==> config.mk <==
export PLATFORM = sky130hd
export DESIGN_NAME = kana_script_converter
export DESIGN_NICKNAME = d
export VERILOG_FILES = /design/src/rtl/core/ksc_pkg.sv /design/src/rtl/core/ksc_convert.sv /design/src/rtl/core/kana_script_converter.sv
export SDC_FILE = /design/constraint.sdc
export NUM_CORES = 1
export LEC_CHECK = 0
export BUFFER_PORTS_ARGS = -buffer_cell sky130_fd_sc_hd__buf_4
export CAP_MARGIN = 20
export CORE_ASPECT_RATIO = 0.75
export CORE_MARGIN = 2
export CORE_UTILIZATION = 50
export CTS_BUF_LIST = sky130_fd_sc_hd__clkbuf_2 sky130_fd_sc_hd__clkbuf_4 sky130_fd_sc_hd__clkbuf_8
export CTS_CLUSTER_DIAMETER = 50
export DETAILED_ROUTE_END_ITERATION = 10
export PLACE_DENSITY = 0.71
export SLEW_MARGIN = 20
export SYNTH_ARGS = -nofsm -noshare
export SYNTH_HDL_FRONTEND = slang
export SYNTH_HIERARCHICAL = 1
export SYNTH_SLANG_ARGS = --single-unit
==> constraint.sdc <==
create_clock -name clk -period 12.6 [get_ports clk]
set_clock_uncertainty 0.1 [all_clocks]
set_input_delay 3.78 -clock clk [delete_from_list [all_inputs] [get_ports clk]]
set_output_delay 3.78 -clock clk [all_outputs]
set_load 0.01 [all_outputs]
==> src/rtl/core/ksc_pkg.sv <==
// Shared types and code point constants for the kana script converter.
package ksc_pkg;

  typedef logic [20:0] code_t;
  typedef logic [2:0]  vowel_t;
  typedef logic [1:0]  mode_t;

  typedef struct packed {
    code_t code_point;
    logic  start_of_text;
  } ksc_in_t;

  typedef struct packed {
    code_t converted_point;
    logic  was_changed;
  } ksc_out_t;

  localparam mode_t MODE_PASS = 2'd0;
  localparam mode_t MODE_K2H  = 2'd1;
  localparam mode_t MODE_H2K  = 2'd2;

  localparam vowel_t VOWEL_NONE = 3'd0;
  localparam vowel_t VOWEL_A    = 3'd1;
  localparam vowel_t VOWEL_I    = 3'd2;
  localparam vowel_t VOWEL_U    = 3'd3;
  localparam vowel_t VOWEL_E    = 3'd4;
  localparam vowel_t VOWEL_O    = 3'd5;

  localparam code_t HIRA_FIRST    = 21'h03041;
  localparam code_t HIRA_LAST     = 21'h03096;
  localparam code_t KATA_FIRST    = 21'h030A1;
  localparam code_t KATA_LAST     = 21'h030F4;
  localparam code_t KATA_SMALL_KA = 21'h030F5;
  localparam code_t KATA_SMALL_KE = 21'h030F6;
  localparam code_t PROLONG_MARK  = 21'h030FC;
  localparam code_t KANA_SHIFT    = 21'h00060;

  localparam code_t HIRA_A = 21'h03042;
  localparam code_t HIRA_I = 21'h03044;
  localparam code_t HIRA_U = 21'h03046;
  localparam code_t HIRA_E = 21'h03048;

endpackage

==> src/rtl/core/ksc_convert.sv <==
// Combinational kana conversion of one word and vowel class of the result.
module ksc_convert (
  input  ksc_pkg::ksc_in_t  in_word,
  input  ksc_pkg::mode_t    mode,
  input  ksc_pkg::vowel_t   prev_vowel,
  output ksc_pkg::ksc_out_t out_word,
  output ksc_pkg::vowel_t   vowel_nxt
);

  localparam int TAB_DEPTH = 86;

  localparam ksc_pkg::vowel_t VOWEL_TAB [TAB_DEPTH] = '{
    3'd1, 3'd1, 3'd2, 3'd2, 3'd3, 3'd3, 3'd4, 3'd4, 3'd5, 3'd5,
    3'd1, 3'd1, 3'd2, 3'd2, 3'd3, 3'd3, 3'd4, 3'd4, 3'd5, 3'd5,
    3'd1, 3'd1, 3'd2, 3'd2, 3'd3, 3'd3, 3'd4, 3'd4, 3'd5, 3'd5,
    3'd1, 3'd1, 3'd2, 3'd2, 3'd3, 3'd3, 3'd3, 3'd4, 3'd4, 3'd5, 3'd5,
    3'd1, 3'd2, 3'd3, 3'd4, 3'd5,
    3'd1, 3'd1, 3'd1, 3'd2, 3'd2, 3'd2, 3'd3, 3'd3, 3'd3, 3'd4, 3'd4, 3'd4,
    3'd5, 3'd5, 3'd5,
    3'd1, 3'd2, 3'd3, 3'd4, 3'd5,
    3'd1, 3'd1, 3'd3, 3'd3, 3'd5, 3'd5,
    3'd1, 3'd2, 3'd3, 3'd4, 3'd5,
    3'd1, 3'd1, 3'd2, 3'd4, 3'd5, 3'd0, 3'd0, 3'd0, 3'd0
  };

  localparam int IDX_W = $clog2(TAB_DEPTH);

  function automatic ksc_pkg::vowel_t vowel_of(input ksc_pkg::code_t c);
    ksc_pkg::code_t  hoff;
    ksc_pkg::code_t  koff;
    ksc_pkg::vowel_t v;
    hoff = c - ksc_pkg::HIRA_FIRST;
    koff = c - ksc_pkg::KATA_FIRST;
    v    = ksc_pkg::VOWEL_NONE;
    if (c >= ksc_pkg::HIRA_FIRST && c <= ksc_pkg::HIRA_LAST) begin
      v = VOWEL_TAB[hoff[IDX_W-1:0]];
    end else if (c >= ksc_pkg::KATA_FIRST && c < ksc_pkg::KATA_LAST) begin
      v = VOWEL_TAB[koff[IDX_W-1:0]];
    end else begin
      case (c)
        21'h030F4: v = ksc_pkg::VOWEL_U;
        21'h030F5: v = ksc_pkg::VOWEL_A;
        21'h030F6: v = ksc_pkg::VOWEL_E;
        21'h030F7: v = ksc_pkg::VOWEL_A;
        21'h030F8: v = ksc_pkg::VOWEL_I;
        21'h030F9: v = ksc_pkg::VOWEL_E;
        21'h030FA: v = ksc_pkg::VOWEL_O;
        default:   v = ksc_pkg::VOWEL_NONE;
      endcase
    end
    return v;
  endfunction

  ksc_pkg::code_t  c;
  ksc_pkg::code_t  r;
  ksc_pkg::vowel_t pv;

  always_comb begin
    c  = in_word.code_point;
    r  = c;
    // start of text drops the carried vowel before this word is converted
    pv = in_word.start_of_text ? ksc_pkg::VOWEL_NONE : prev_vowel;
    case (mode)
      ksc_pkg::MODE_K2H: begin
        if (c == ksc_pkg::PROLONG_MARK) begin
          case (pv)
            ksc_pkg::VOWEL_A: r = ksc_pkg::HIRA_A;
            ksc_pkg::VOWEL_I: r = ksc_pkg::HIRA_I;
            ksc_pkg::VOWEL_U: r = ksc_pkg::HIRA_U;
            ksc_pkg::VOWEL_E: r = ksc_pkg::HIRA_E;
            ksc_pkg::VOWEL_O: r = ksc_pkg::HIRA_U;
            default:          r = c;
          endcase
        end else if (c >= ksc_pkg::KATA_FIRST && c <= ksc_pkg::KATA_LAST) begin
          r = c - ksc_pkg::KANA_SHIFT;
        end
      end
      ksc_pkg::MODE_H2K: begin
        if (c >= ksc_pkg::HIRA_FIRST && c <= ksc_pkg::HIRA_LAST) begin
          r = c + ksc_pkg::KANA_SHIFT;
        end
      end
      default: r = c;
    endcase
    out_word.converted_point = r;
    out_word.was_changed     = (r != c);
    vowel_nxt                = vowel_of(r);
  end

endmodule

==> src/rtl/core/kana_script_converter.sv <==
// Top level: input register, conversion logic, result register and vowel state.
// Accepts one code point per cycle unless the output stalls, and returns one
// converted word per word taken, in order; each word passes the input register,
// then the result register. The vowel class of each result is written to a 3-bit
// register in the same cycle that result enters the output register, so the next
// word sees it at once. cfg_ready is always high; write the mode only while idle.
module kana_script_converter (
  input  logic               clk,
  input  logic               rst_n,
  input  logic               cfg_valid,
  output logic               cfg_ready,
  input  ksc_pkg::mode_t     cfg_data,
  input  logic               in_valid,
  output logic               in_ready,
  input  ksc_pkg::ksc_in_t   in_data,
  output logic               out_valid,
  input  logic               out_ready,
  output ksc_pkg::ksc_out_t  out_data
);

  ksc_pkg::mode_t    mode_r;
  logic              in_vld_r, in_vld_nxt;
  ksc_pkg::ksc_in_t  in_word_r;
  logic              out_vld_r, out_vld_nxt;
  ksc_pkg::ksc_out_t out_word_r;
  ksc_pkg::vowel_t   prev_vowel_r, prev_vowel_nxt;
  ksc_pkg::ksc_out_t conv_word;
  ksc_pkg::vowel_t   conv_vowel;
  logic              advance;

  ksc_convert u_convert (
    .in_word    (in_word_r),
    .mode       (mode_r),
    .prev_vowel (prev_vowel_r),
    .out_word   (conv_word),
    .vowel_nxt  (conv_vowel)
  );

  assign advance   = in_vld_r && (!out_vld_r || out_ready);
  assign in_ready  = !in_vld_r || advance;
  assign cfg_ready = 1'b1;
  assign out_valid = out_vld_r;
  assign out_data  = out_word_r;

  always_comb begin
    in_vld_nxt     = in_ready ? in_valid : in_vld_r;
    out_vld_nxt    = out_vld_r;
    prev_vowel_nxt = prev_vowel_r;
    if (advance) begin
      out_vld_nxt    = 1'b1;
      prev_vowel_nxt = conv_vowel;
    end else if (out_ready) begin
      out_vld_nxt = 1'b0;
    end
  end

  always_ff @(posedge clk) begin
    if (!rst_n) begin
      mode_r       <= ksc_pkg::MODE_PASS;
      in_vld_r     <= 1'b0;
      out_vld_r    <= 1'b0;
      prev_vowel_r <= ksc_pkg::VOWEL_NONE;
    end else begin
      if (cfg_valid) begin
        mode_r <= cfg_data;
      end
      in_vld_r     <= in_vld_nxt;
      out_vld_r    <= out_vld_nxt;
      prev_vowel_r <= prev_vowel_nxt;
    end
  end

  // payload: load on accept, hold otherwise
  always_ff @(posedge clk) begin
    if (in_valid && in_ready) begin
      in_word_r <= in_data;
    end
    if (advance) begin
      out_word_r <= conv_word;
    end
  end

endmodule

# Word level (Yosys, flattened, before mapping)
# Memories as Yosys holds them, arrays and structs flattened.
# Index checks and enable logic that the tools add are counted.
word_totals:
  register_bits: 51
  latchBits: 0
  ram_bits: 0
  romBits: 768
  in_bits: 29
  output_inout_bits: 25
  wordCells: 71
  mem_count: 2
classes:
  n_addsub: 4
  n_mul: 0
  div_mod_pow: 0
  magnitude_cmp: 10
  n_eq_ne: 16
  shift: 0
  mux: 15
  bitwise: 2
  n_reduce_logical: 14
memory_table:
  columns: ["memory", "depth", "word_bits", "rd", "rd_ports_with_merged_regs", "write_ports", "line_no", "source"]
  rows:
  - ["(name not given)", 128, 3, 1, 0, 0, "ksc_convert.sv:38", "v = VOWEL_TAB[koff[IDX_W-1:0]];"]
  - ["(name not given)", 128, 3, 1, 0, 0, "ksc_convert.sv:36", "v = VOWEL_TAB[hoff[IDX_W-1:0]];"]
ops:
  columns: ["cell", "n"]
  rows:
  - ["$eq A21 B14 Y1 const B", 8]
  - ["$ge A21 B14 Y1 const B", 4]
  - ["$pmux W21 S4", 1]
  - ["$le A21 B14 Y1 const B", 3]
  - ["$mux W21", 3]
  - ["$pmux W21 S2", 1]
  - ["$add A21 B7 Y21 const B", 1]
  - ["$lt A21 B14 Y1 const B", 1]
  - ["$mux W3", 7]
  - ["$ne A21 B21 Y1", 1]
  - ["$sub A21 B7 Y21 const B", 1]
  - ["$ge A8 B8 Y1 const B", 2]
  - ["$not A7 Y8", 2]
  - ["$pmux W3 S5", 1]
  - ["$sub A7 B6 Y7 const B", 1]
  - ["$sub A7 B7 Y7 const B", 1]
  - ["$eq A3 B2 Y1 const B", 2]
  - ["$eq A3 B3 Y1 const B", 2]
  - ["$logic_and A1 B1 Y1", 6]
  - ["$reduce_or A2 Y1", 3]
  - ["$eq A3 B1 Y1 const B", 1]
  - ["$eq A2 B1 Y1 const B", 1]
  - ["$eq A2 B2 Y1 const B", 1]
  - ["$logic_not A1 Y1", 2]
  - ["3 further kinds", 5]

# Depth between registers and ports, before layout
logic_depth:
  word_depth: 13
  mapped_depth: 19
  ltp_nobuf: 17

# Cells and area by module
# The synthesis kept the hierarchy.
by_module_without_submodules:
  columns: ["module", "n_inst", "cells_per_inst", "area_per_inst_um2", "seq_area_each_um2"]
  rows:
  - ["ksc_convert", 1, 296, 2098.3, 0.0]
  - ["kana_script_converter", 1, 75, 1625.3, 1461.4]

# Worst setup path before layout
# OpenSTA, ideal clock, no wires.
synth_timing:
  path_type: "input to output"
  startpoint: "input port out_ready"
  endpoint: "output port in_ready"
  t_arrival_ns: 4.005
  required_ns: 8.720
  path_slack_ns: 4.715
  cell_stages: 2
  path_buffers: 0
  path_cell_list: "nor2b_4 -> nand2_1"
synth_between:
  elab_chain_len: 3
synth_rtl:
  columns: ["element", "line_no", "source"]
  rows:
  - ["start, declared", "kana_script_converter.sv:17", "input logic out_ready,"]
  - ["$logic_or A1 B1 Y1", "kana_script_converter.sv:39", "assign advance = in_vld_r && (!out_vld_r || out_ready);"]
  - ["$logic_and A1 B1 Y1", "kana_script_converter.sv:39", null]
  - ["$logic_or A1 B1 Y1", "kana_script_converter.sv:40", "assign in_ready = !in_vld_r || advance;"]
  - ["end, declared", "kana_script_converter.sv:14", "output logic in_ready,"]
# Every way passes these cells.

# Final worst setup path
# Ends and elaborated chain as after synthesis.

==> key figures <==
Status
  • Status: finished, final reports clean

Floorplan
  • Row cnt: 27
  • I/O pin count: 54
  • Core box area: 7260 um2
  • Starting Density: 51.3%
  • Die area: 8160 um2
  • Chip width: 104 um
  • Chip height: 78.7 um

Timing
  • Setup TNS: 0 ns
  • Fin crit period: 8.14 ns
  • Max Fclk: 0.123 GHz
  • Period Utilization, post-route: 64.6%
  • Slew @ Worst Pin: 0.985 ns
  • RSZ-0062 raised after global routing: false
  • Slew margin rel.: 34.4%
  • Setup violations, final: 0
  • Final max-slew violation count: 0
  • Final Hold Vio Count: 0
  • PnR worst setup slack: 4.46 ns

Final layout
  • Final nets: 462
  • Share of cells above drive strength 1: 21.9%
  • Fill cells: 619
  • Finished Layout Cells: 516
  • Footprint of the multi-input gates: 2100 um2
  • Layout Area Growth over Synthesis: 14.3%
  • FF/Latch Area: 1460 um2
  • N_diodes: 0

Min path
  • Worst hold path depth: 2
  • WHS Endpoint: prev_vowel_r[1]$_SDFFE_PN0P_
  • Hold Crit Class: register to register
  • Hold wc startpoint: prev_vowel_r[1]$_SDFFE_PN0P_

Global routing
  • GRT Overall Usage: 21.6%
  • Initial antenna violation count: 0
  • First-pass GRT wire length: 14,300 um
  • Vias in the first global route: 2,804
  • Total grt overflow: 0
  • Largest net degree at the start of global routing: 26

Route
  • Highest metal used: met4
  • First-pass iteration count of the detailed router: 6
  • Met3 wire length: 703 um
  • Post-route DRC: 0
  • DR vias: 3,169
  • Wirelength per Cell: 16.7 um
  • M1 WL: 4000 um
  • Metal2 WL: 3770 um
  • DR vias/cell: 6.14
  • Detailed-route wire length: 8640 um
  • ANT nets after route: 0
  • DR iter-0 viols: 321

Placed design
  • Placed cell count: 508
  • Place WS: 4.47 ns
  • GP Congestion: 0.947
  • HPWL Detailed: 6320 um
  • I/O Buffers: 52

Yosys
  • Top-area cell type share of the netlist area: 35.5%
  • Post-synth EDFFs: 44
  • Mean Syn Cell Area: 10.0 um2
  • Dominant cell type by area after synthesis: edfxtp_1
  • Synthesized Nets: 419
  • Flops & latches, synth: 51
  • Synth top cells by count: edfxtp_1 (44), nand2_1 (32), nor2_1 (22), ha_1 (19)
  • Synth warn: 6
  • Synth Flop Type: edfxtp_1
  • Distinct cells, synth: 74
  • Sequential area share after synthesis: 39.2%
  • Most frequent cell after synthesis: edfxtp_1
  • Cells after Synth: 371
  • Cell Area, Synth: 3720 um2
  • Ys async rst share: 0%
  • Ranking of synthesized cells by area: edfxtp_1 (35%), ha_1 (6.4%), mux2i_1 (4.0%)

Setup path
  • Worst flop-to-flop path startpoint: in_word_r[10]$_DFFE_PP_
  • R2r endpoint: prev_vowel_r[2]$_SDFFE_PN0P_
  • Cell Chain, Critical Path: buf_4 -> nor2b_4 -> nand2_1 -> buf_4
  • Setup crit end kind: primary output
  • WP data required: 8.72 ns
  • R2R setup slack: 7.43 ns
  • Crit-path most repeated cell: buf_4
  • CP arrival: 4.26 ns
  • R2R cell count: 14
  • Crit-path slowest cell: nor2b_4
  • CP peak stage delay: 0.14 ns
  • CP startpoint kind: primary input
  • Crit Path Category: primary input to primary output
  • Peak fanout along the critical path: 4

Pwr
  • PD cells: 106 nW/um2
  • Pleak: 0.00161 uW
  • Peak VDD IR: 0.0474 mV

CTS
  • CTS Hold Buffers Added: 0
  • CTS clk-pin slew, worst paths: 0.10 ns
  • Cts bufs inserted: 5
  • Setup Fix Bufs, Post-CTS: 0
  • CTS tree: built
  • Post-CTS sizing: 0
  • Clk root buf: clkbuf_8
  • CTS Sinks: 51
  • Worst-Skew Late Latency: 0.31 ns
  • Max H-tree Level: 2
  • Clock Path Buffers: 2

Run
  • Max-Cap Viols: 0
[per-layer routing]
layer	global-route usage, %	vias to the layer above
met5	0	-
met4	4.86	0
met3	3.37	16
met2	33.6	166
met1	31.9	1488
li1	-	1499
[final cells by class]
cell class | count | share of cell area, %
well taps | 101 | 2.97
flip-flops and latches | 51 | 34.3
clock inverters | 3 | 0.676
multi-input cells | 283 | 49.2
inverters | 19 | 1.67
clock buffers | 5 | 1.62
repair buffers | 54 | 9.52
[state kept, by name (all words and copies together) (netlist names)]
name,flops
out_data,22
out_valid,1
in_vld_r,1
prev_vowel_r,3
mode_r,2
in_word_r,22
[worst max path at each step]
stage / from / end / slack (ns) / cells past startpoint
floorplan: out_ready / in_ready / 4.71 / 2
global placement: out_ready / in_ready / 4.48 / 4
detailed placement: out_ready / in_ready / 4.47 / 4
CTS: out_ready / in_ready / 4.46 / 4
global route: out_ready / in_ready / 4.41 / 4
finish: out_ready / in_ready / 4.46 / 4
[worst max-delay path, delay by kind of cell]
family	cells	cell delay, ns
buffers and inverters	2	0.26
and+or+nand+nor	2	0.22
[power breakdown]
group	internal (uW)	switching (uW)	total, uW	leakage, uW
Combinational	63.4	84.7	148	0.00108
Clock	41.2	58.4	99.6	0.0000502
Sequential	195	9.18	204	0.000480
Total	300	152	452	0.00161
[layout by cell type (no fill, tap or decap), drive strengths merged, types with 8 or more instances in the layout]
cell type	count
edfxtp	44
nand3	10
nand2	34
inv	20
nor3	14
mux2i	15
nor2b	8
nand4	10
buf	54
nor2	23
o21ai	22
nor4	10
and2	16
ha	19
a21oi	16
[cells by family (layout without fill, tap and decap cells)]
kind of cell | after synthesis | in the layout | share of synthesized area [%]
flip-flops | 51 | 51 | 39.2
multiplexers | 22 | 22 | 7.26
AND/OR/NAND/NOR | 143 | 143 | 21.9
XOR/XNOR | 7 | 7 | 2.55
adder cells (fa/ha/maj) | 19 | 19 | 6.38
other | 1 | 1 | 0.101
buffers and inverters | 37 | 81 | 4.47
AO/OA/AOI/OAI | 91 | 91 | 18.1
[stage by stage]
stage          hold slack [ns]  utilization (%)  total power (uW)  area [um2]
2_1_floorplan            0.369                -               314        3720
3_3_place_gp             0.396             57.3               348        4160
3_5_place_dp             0.405             57.3               353        4160
4_1_cts                  0.422             58.6               452        4260
5_1_grt                  0.454             58.6               478        4260
6_report                 0.416             58.6               452        4260
(Power assumes the default switching activity.)
